**src/sv/ll1tp_ram.sv**
```systemverilog
`timescale 1ns / 1ps
module ll1tp_ram #(
  parameter int WIDTH = 6,
  parameter int DEPTH = 64,
  localparam int AW = $clog2(DEPTH)
) (
  input  logic             clk_i,
  input  logic             we_i,
  input  logic [AW-1:0]    waddr_i,
  input  logic [WIDTH-1:0] wdata_i,
  input  logic [AW-1:0]    raddr_i,
  output logic [WIDTH-1:0] rdata_o
);

  logic [WIDTH-1:0] mem [DEPTH];

  always_ff @(posedge clk_i) begin
    if (we_i) begin
      mem[waddr_i] <= wdata_i;
    end
    rdata_o <= mem[raddr_i];
  end

endmodule

```
**config.mk**
```make
export PLATFORM = sky130hd
export DESIGN_NAME = ll1tp_ram
export DESIGN_NICKNAME = d
export VERILOG_FILES = /design/src/sv/ll1tp_ram.sv
export SDC_FILE = /design/constraint.sdc
export NUM_CORES = 1
export LEC_CHECK = 0
export ABC_AREA = 1
export ABC_CLOCK_PERIOD_IN_PS = 2980
export BUFFER_PORTS_ARGS = -buffer_cell sky130_fd_sc_hd__buf_4
export CAP_MARGIN = 25
export CELL_PAD_IN_SITES_DETAIL_PLACEMENT = 1
export CELL_PAD_IN_SITES_GLOBAL_PLACEMENT = 1
export CORE_MARGIN = 5
export CORE_UTILIZATION = 30
export DETAILED_ROUTE_END_ITERATION = 10
export GPL_TIMING_DRIVEN = 0
export PLACE_DENSITY_LB_ADDON = 0.25
export SLEW_MARGIN = 0
export SYNTH_ARGS = -nofsm -noshare
export SYNTH_HDL_FRONTEND = slang
export SYNTH_SLANG_ARGS = --single-unit
export TNS_END_PERCENT = 30
```
**constraint.sdc**
```tcl
create_clock -name clk_i -period 2.98 [get_ports clk_i]
set_clock_uncertainty 0.1 [all_clocks]
set_input_delay 0.596 -clock clk_i [delete_from_list [all_inputs] [get_ports clk_i]]
set_output_delay 0.596 -clock clk_i [all_outputs]
set_load 0.1 [all_outputs]
```
==> impl_metrics.yaml <==
worst_setup_path:
  path_class: "in2reg"
  path_max_fanout: 9
  start_kind: "input pin"
  end_kind: "flip-flop"
  arrival_ns: 3.10
  cp.required_ns: 3.06
sta:
  setup_viol: 6
  relSlewSlack_pct: 28.9
  hold_ws_ns: 0.420
  worst_slew_pin_slew_ns: 1.06
  final.setup.tns_ns: -0.179
  final-hold-violation-count: 0
  rsz0062_at_grt: "false"
  clock.fmax_mhz: 332
  finalMaxSlewViolations: 0
  finalCritPeriodShare_pct: 101
  setup_ws_ns: -0.0358
  fin_crit_ns: 3.02
power:
  p_sw_share_pct: 23.4
  leakagePower_uw: 0.00660
  seq_power_share_pct: 48.7
  pwr-share-comb_pct: 7.3
  power_density_nw_per_um2: 676
  switching_power_uw: 2920
  p_int_uw: 9580
  p_clk_share_pct: 44.0
  ir_worst_vdd_mv: 0.359
die:
  ios: 26
  die_w_um: 240
  core_region_area_um2: 52600
  initial_core_util_pct: 30.3
  die_h_um: 240
  rows: 84
  dieArea_um2: 57800
clock_network:
  clock_path_buffers: 3
  clkTransAtPathRegs_ns: 0.06
  numCtsBuffers: 44
  cts_root_buf: "clkbuf_16"
  htree_levels: 2
  cts_resized: 0
  cts_tree: "done"
  hold_buffers: 0
  post_cts_buffers: 0
  clkSinkCount: 390
  clk_latency_ns: 0.57
routing:
  routed_wirelength_um: 53700
  num_vias: 10983
  drtPass1Iterations: 5
  via_per_inst: 5.05
  wl_per_cell_um: 24.7
  drt_iter0_markers: 818
  drtAntennaViolNets: 0
  drc: 0
placement:
  dpl.hpwl_um: 36200
  post-place-ws_ns: -0.556
  place.port_buffers: 19
  gp_congestion: 0.842
  dpl-instance-area_um2: 17000
synth:
  syn_inst: 1376
  synth_nets: 1396
  ys_seq_elements: 390
  netlist_area_um2: 15900
  synth_cell_types: 14
  synth_warnings: 0
  ys_seq_area_share_pct: 73.1
  syn_avg_cell_area_um2: 11.6
cells_and_area:
  layout_common_cells: "nand2_1, edfxtp_1, nand3_1"
  fillers: 5765
  final_area_um2: 18500
  multi_input_area_um2: 3850
  layout_commonest_cell: "nand2_1"
  drive_above_1_share_pct: 11.0
  finalNetCount: 1469
  syn_to_final_growth_pct: 16.2
  ff_latch_area_um2: 11700
status:
  status: "complete, but fails checks"
  violations: "setup timing"
min_path:
  hold_path.class: "in2reg"
global_route:
  grt.overflow.total: 0
  grt_start_max_net_pins: 65
  antenna_found_initial: 1
  grt_first_pass_wirelength_um: 77400
  first_global_vias: 11098
  track_usage_pct: 18.5
job:
  drv_cap: 0
==> power by group through the flow <==
stage          clock network [µW]  logic [µW]  registers, µW
6_report                     5500         914           6080
4_1_cts                      5610         922           6080
3_5_place_dp                    0         920           6200
2_1_floorplan                   0         404           6280
5_1_grt                      5840         984           6090
3_3_place_gp                    0         904           6200
==> layer usage <==
metal / up-vias / global-route usage, % / routed length (µm)
met1: 5632 / 26.2 / 24600
met2: 263 / 29.6 / 25000
met4: 0 / 5.78 / 1590
met3: 92 / 2.68 / 2500
li1: 4996 / - / -
met5: - / 0 / 0
==> synth_stat cells, drive strengths merged <==
cell | number | area share (%)
nand2 | 486 | 11
edfxtp | 384 | 72
nand3 | 331 | 10
buf | 69 | 2.4
nor2 | 56 | 1.3
clkbuf | 15 | 0.35
inv | 12 | 0.28
nand4 | 9 | 0.35
nor4 | 8 | 0.31
dfxtp | 6 | 0.75
==> critical path, stage by stage <==
cell and delay [ns]:
clkbuf_1 0.24, inv_1 0.34, nand4_1 0.90, nor2_1 1.00
==> state kept, by name, summed over array words and instances (netlist names) <==
| name | cells |
|---|---|
| mem | 384 |
| rdata_o | 6 |
==> final timing paths <==
kind,startpoint,to,slack [ns],cells after the start
worst max-delay path,waddr_i[1],mem[24][1]$_DFFE_PP_,-0.04,4
worst min-delay path,raddr_i[5],rdata_o[4]$_DFF_P_,0.42,3
worst max register to register,mem[19][4]$_DFFE_PP_,rdata_o[4]$_DFF_P_,1.43,8
worst min register to register,mem[24][0]$_DFFE_PP_,rdata_o[0]$_DFF_P_,0.87,8
==> through the flow <==
step / power (µW) / cells / util [%]
3_3_place_gp: 7100 / 2083 / 32.2
3_5_place_dp: 7120 / 2091 / 32.4
4_1_cts: 12600 / 2171 / 35.2
6_report: 12500 / 2173 / 35.2
2_1_floorplan: 6680 / 1376 / -
5_1_grt: 12900 / 2171 / 35.2
==> kinds of logic after synthesis <==
group	after synthesis	share of synthesized area, %
buf+inv	96	3.02
flops	390	73.1
simple gates	890	23.8
==> final cells by class <==
| class | instances | share of cell area, % |
|---|---|---|
| Sequential cell | 390 | 63.0 |
| Multi-Input combinational cell | 890 | 20.8 |
| Clock buffer | 56 | 6.58 |
| Tap cell | 688 | 4.65 |
| Buffer | 84 | 2.36 |
| Clock inverter | 24 | 1.30 |
| Timing Repair Buffer | 27 | 1.10 |
| Inverter | 12 | 0.243 |
| Antenna cell | 2 | 0.0270 |
Note: power is estimated with default switching activity, not from simulation.
