--- config.mk ---
export PLATFORM = sky130hd
export DESIGN_NAME = ll1tp_alu
export DESIGN_NICKNAME = d
export VERILOG_FILES = /design/src/sv/ll1tp_pkg.sv /design/src/sv/ll1tp_alu.sv
export SDC_FILE = /design/constraint.sdc
export NUM_CORES = 1
export LEC_CHECK = 0
export ABC_CLOCK_PERIOD_IN_PS = 2300
export BUFFER_PORTS_ARGS = -buffer_cell sky130_fd_sc_hd__buf_2
export CAP_MARGIN = 0
export CORE_MARGIN = 3
export CORE_UTILIZATION = 47
export DETAILED_ROUTE_END_ITERATION = 8
export PLACE_DENSITY = 0.87
export SLEW_MARGIN = 5
export SYNTH_ARGS = -nofsm -noshare
export SYNTH_HDL_FRONTEND = slang
export SYNTH_SLANG_ARGS = --single-unit
--- constraint.sdc ---
create_clock -name vclk -period 2.3
set_input_delay 0.115 -clock vclk [all_inputs]
set_output_delay 0.115 -clock vclk [all_outputs]
set_load 0.1 [all_outputs]
--- src/sv/ll1tp_pkg.sv ---
`timescale 1ns / 1ps
package ll1tp_pkg;

  localparam int STACK_DEPTH     = 1024;
  localparam int STK_AW          = $clog2(STACK_DEPTH);
  localparam int SP_W            = STK_AW + 1;
  localparam int SYM_W           = 6;
  localparam int NUM_SYMBOLS     = 1 << SYM_W;
  localparam int TBL_AW          = 2 * SYM_W;
  localparam int TBL_DEPTH       = 1 << TBL_AW;
  localparam int PROD_W          = 6;
  localparam int NUM_PRODUCTIONS = 1 << PROD_W;
  localparam int MAX_RHS         = 8;
  localparam int POS_W           = 3;
  localparam int LEN_W           = 4;
  localparam int RHS_AW          = PROD_W + POS_W;
  localparam int RHS_DEPTH       = 1 << RHS_AW;
  localparam int CNT_W           = 6;
  localparam logic [CNT_W-1:0] RESULT_LAST = CNT_W'(63);

  typedef enum logic [2:0] {
    OP_START   = 3'd0,
    OP_TABLE   = 3'd1,
    OP_RHS_SYM = 3'd2,
    OP_RHS_LEN = 3'd3,
    OP_TOKEN   = 3'd4
  } op_e;

  typedef enum logic [2:0] {
    K_EXPAND   = 3'd0,
    K_MATCH    = 3'd1,
    K_ACCEPT   = 3'd2,
    K_MISMATCH = 3'd3,
    K_NOENTRY  = 3'd4,
    K_OVERFLOW = 3'd5
  } kind_e;

  typedef enum logic [1:0] {
    PH_IDLE = 2'd0,
    PH_RUN  = 2'd1,
    PH_DONE = 2'd2
  } phase_e;

  typedef enum logic [3:0] {
    S_IDLE, S_START, S_RDTOP, S_TOP, S_TBL, S_LEN, S_POP, S_PRD, S_PWR, S_EMIT
  } state_e;

  typedef enum logic {
    CFG_FIRST_NT = 1'b0,
    CFG_START    = 1'b1
  } cfg_idx_e;

  typedef struct packed {
    logic [2:0]        op;
    logic [SYM_W-1:0]  nonterminal;
    logic [SYM_W-1:0]  terminal;
    logic [PROD_W-1:0] production;
    logic [POS_W-1:0]  position;
    logic [SYM_W-1:0]  symbol;
    logic [LEN_W-1:0]  rhs_length;
    logic [SYM_W-1:0]  token;
  } in_t;

  typedef struct packed {
    logic [2:0]        kind;
    logic [SYM_W-1:0]  expanded;
    logic [PROD_W-1:0] applied;
    logic [SYM_W-1:0]  top_symbol;
    logic              last;
  } out_t;

  typedef struct packed {
    logic [SP_W-1:0] a;
    logic [SP_W-1:0] b;
    logic            sub;
  } alu_req_t;

  typedef struct packed {
    logic [SP_W-1:0] res;
    logic            over;
  } alu_rsp_t;

endpackage

--- src/sv/ll1tp_alu.sv ---
`timescale 1ns / 1ps
module ll1tp_alu (
  input  ll1tp_pkg::alu_req_t req_i,
  output ll1tp_pkg::alu_rsp_t rsp_o
);

  logic [ll1tp_pkg::SP_W:0] wide;

  // shared stack pointer adder; over flags a push beyond depth (sp + len > depth + 1)
  always_comb begin
    if (req_i.sub) begin
      wide = {1'b0, req_i.a} - {1'b0, req_i.b};
    end else begin
      wide = {1'b0, req_i.a} + {1'b0, req_i.b};
    end
    rsp_o.res  = wide[ll1tp_pkg::SP_W-1:0];
    rsp_o.over = wide > (ll1tp_pkg::SP_W + 1)'(ll1tp_pkg::STACK_DEPTH + 1);
  end

endmodule
==> out/results.txt, run 1 <==
Status = stopped before the end
Stop stage = 4_1_cts
Err = [ERROR DPL-0038] Utilization greater than 100%, impossible to legalize
Syn Inst Count = 121
Row count = 15
PostCTS Resize Cnt = 32
Synth area leaders = ha_1 (17%), xnor2_1 (14%), a21oi_1 (6.8%), nor2_1 (5.1%), a31oi_1 (4.9%)
Mapped cell area = 888 sq um
Dpl cell area = 0.00171 sq mm
Syn Nets = 157
Synth warn = 0
Post-CTS Setup Bufs = 6
Count of cell types in the netlist = 40
DIE WIDTH = 49.5 um
Share of the synthesized area in the top cell type = 0.169
Ports = 35
Avg Cell Area, Syn = 7.34 sq um
HPWL after detailed placement = 4.04 mm
PortBufs = 35
Hold buffer count at CTS = 0
Post-synth top area cell = ha_1
Sequential area share after synthesis = 0
Initial core utilization = 0.504
Die Ht = 49.5 um
GP Congestion = 0.956
Yosys cell counts, drive strengths merged (2+ instances only):
library cell and count:
ha 12, a31oi 8, o21ai 5, xnor2 14
and3b 2, nand2b 2, a211oi 3, nand2 7
a21oi 14, nor3 5, inv 11, nor4 4
a21o 2, nor2 12
cells by family after synthesis:
kind of cell / Yosys count / synth area share
simple gates: 37 / 0.249
compound gates: 42 / 0.341
xor+xnor: 15 / 0.148
fa+ha+maj: 13 / 0.192
mux: 1 / 0.0113
buf+inv: 13 / 0.0592
through the flow:
| step | setup TNS [ns] | util | instances | hold slack, ns | worst slack [ns] |
|---|---|---|---|---|---|
| 3_3_place_gp | -1.16 | 0.969 | 225 | 0.775 | -0.455 |
| 3_5_place_dp | -2.84 | 0.969 | 225 | 0.803 | -0.712 |
| 2_1_floorplan | -1.20 | - | 121 | 0.688 | -0.902 |
==> inputs of run 2 (changes only) <==
- ABC_CLOCK_PERIOD_IN_PS: 2300 -> 3000
- CORE_AREA: not set -> 3 3 64 66
- CORE_MARGIN: 3 -> not set
- CORE_UTILIZATION: 47 -> not set
- DIE_AREA: not set -> 0 0 67 69
- PLACE_DENSITY: 0.87 -> not set
- PLACE_DENSITY_LB_ADDON: not set -> 0.15
- clock period: 2.3 -> 3 ns (I/O delays scaled with it)
==> out/results.txt, run 2 <==
Critical Path Sink Type = primary output
Multi-input gate area = 997 sq um
HPWL after detailed placement = 2.40 mm (-41%)
Crit path cell chain = buf_2, nor4_4, and3_4, a21oi_2, xnor2_1, ha_2, inv_2, a2111oi_4, o21ai_2, and3b_2, nor4_4, a31oi_4, buf_12
Critical path arrival = 2.74 ns
Count leader, synth = xnor2_1
Via count = 1038
Layout Nets = 202
Most frequent cells in the layout = buf_2 (29), a21oi_1 (11), nor2_1 (11), ha_1 (11)
Max Transition Viols Final = 0
Routed len/inst = 12.4 um
Largest net degree at the start of global routing = 12
Drt total wl = 2.62 mm
Hold_ws = 0.840 ns
All-Layer GR Usage = 0.117
Crit share post-route = 0.963
Register area = 0 sq um
GRT overflow = 0
Full die area = 0.00462 sq mm
Slew margin rel. = 0.676
Row count = 22 (+7)
CP top delay family = simple AND/OR/NAND/NOR gates
Status = finished, final reports clean
Sequential area share after synthesis = 0 (unchanged)
WP buf/inv = 3
CP Class = input port to primary output
Maxcap violations = 0
Via/cell ratio = 4.90
Worst slack at placement = 0.0110 ns (+0.723 ns)
Avg Cell Area, Syn = 7.34 sq um (unchanged)
Fin crit period = 2.89 ns
Seq cells = 0
Die Ht = 69 um (+39%)
Fillers = 393
DRC violation count after routing = 0
Worst setup SP type = input port
Hold WC Path Type = input port to primary output
Peak supply drop = 0.000131 V
Fmax = 346 MHz
Final core utilization = 0.394
DR iter-0 viols = 31
Final ANT Viol Nets = 0
Count of cell types in the netlist = 40 (unchanged)
DIE WIDTH = 67 um (+35%)
Core area = 0.00363 sq mm
Share of cells above drive strength 1 = 0.445
Area growth, synth to finish = 61.0%
Share of the synthesized area in the top cell type = 0.169 (unchanged)
Commonest non-fill, non-tap cell in the layout = buf_2
Initial core utilization = 0.244 (-0.259)
Final hold violations = 0
Cell with the largest stage delay on the worst path = ha_2
Leak = 0.000626 uW
Antenna violations before repair = 0
PortBufs = 35 (unchanged)
Mapped cell area = 888 sq um (unchanged)
ANT cells = 0
Ports = 35 (unchanged)
Synth warn = 0 (unchanged)
CP max stage delay = 0.37 ns
Final worst slack = 0.112 ns
Pre-antenna DRT Iters = 4
GP Congestion = 0.752 (-21%)
Post-synth top area cell = ha_1
Dpl cell area = 0.00137 sq mm (-20%)
Pwr Density = 612 mW/mm^2
CP required = 2.85 ns
Least-Margin Pin Slew = 0.489 ns
CP dominant cell by count = nor4_4
Vias in the first global route = 1059
Final Setup Violations = 0
Syn Nets = 157 (unchanged)
Crit-path max FO = 3
Synth top cells by count = xnor2_1 (14), a21oi_1 (12), ha_1 (12), nor2_1 (12), inv_1 (11)
Tot Pwr = 875 uW
First-pass GRT wire length = 4.55 mm
Final Cell Area = 0.00143 sq mm
Syn Inst Count = 121 (unchanged)
Clock buf count = 0
Synth area leaders = ha_1 (17%), xnor2_1 (14%), a21oi_1 (6.8%), nor2_1 (5.1%), a31oi_1 (4.9%)
-- run 2: cell counts after synthesis --
Identical to the previous run, type by type.
-- run 2: final timing paths --
| kind | from | endpoint | slack [ns] | cells after the start |
|---|---|---|---|---|
| max | req_i[6] | rsp_o[0] | 0.11 | 13 |
| min | req_i[1] | rsp_o[1] | 0.84 | 4 |
-- run 2: kinds of logic (layout without fill, tap and decap cells) --
kind of cell    Yosys count  count (layout)  share of synthesized area
mux                       1               1                     0.0113
simple gates             37              37                      0.249
fa+ha+maj                13              13                      0.192
buf+inv                  13              56                     0.0592
compound gates           42              42                      0.341
xor+xnor                 15              15                      0.148
-- run 2: timing repair --
action / CTS / global route
hold buffers: 0 / 0
hold endpoints to repair: 0 / 0
resized for setup: 0 / 8
buffers inserted: 0 / 3
setup endpoints to repair: 0 / 1
-- run 2: layout make-up --
class	count	share of cell area
Timing Repair Buffer	45	0.232
Multi-Input combinational cell	108	0.697
Tap cell	48	0.0420
Inverter	11	0.0289
-- run 2: report_power, final --
part / leakage [uW] / switching (uW) / total, uW / internal (uW)
sequential: 0 / 0 / 0 / 0
combinational: 0.000626 / 593 / 875 / 282
clock: 0 / 0 / 0 / 0
total: 0.000626 / 593 / 875 / 282
-- run 2: metal layers --
layer	vias up	part of all wire	track usage
li1	540	-	-
met1	486	0.43	0.152
met3	0	0.026	0.00326
met5	-	0	0
met4	0	0	0
met2	12	0.54	0.221
-- run 2: per-stage QoR --
stage	cells	setup TNS [ns]
CTS	209	0
floorplan	121	-0.272
finish	212	0
global placement	209	0
detailed placement	209	0
global route	212	-0.0265
Power figures use the tool's default switching activity.
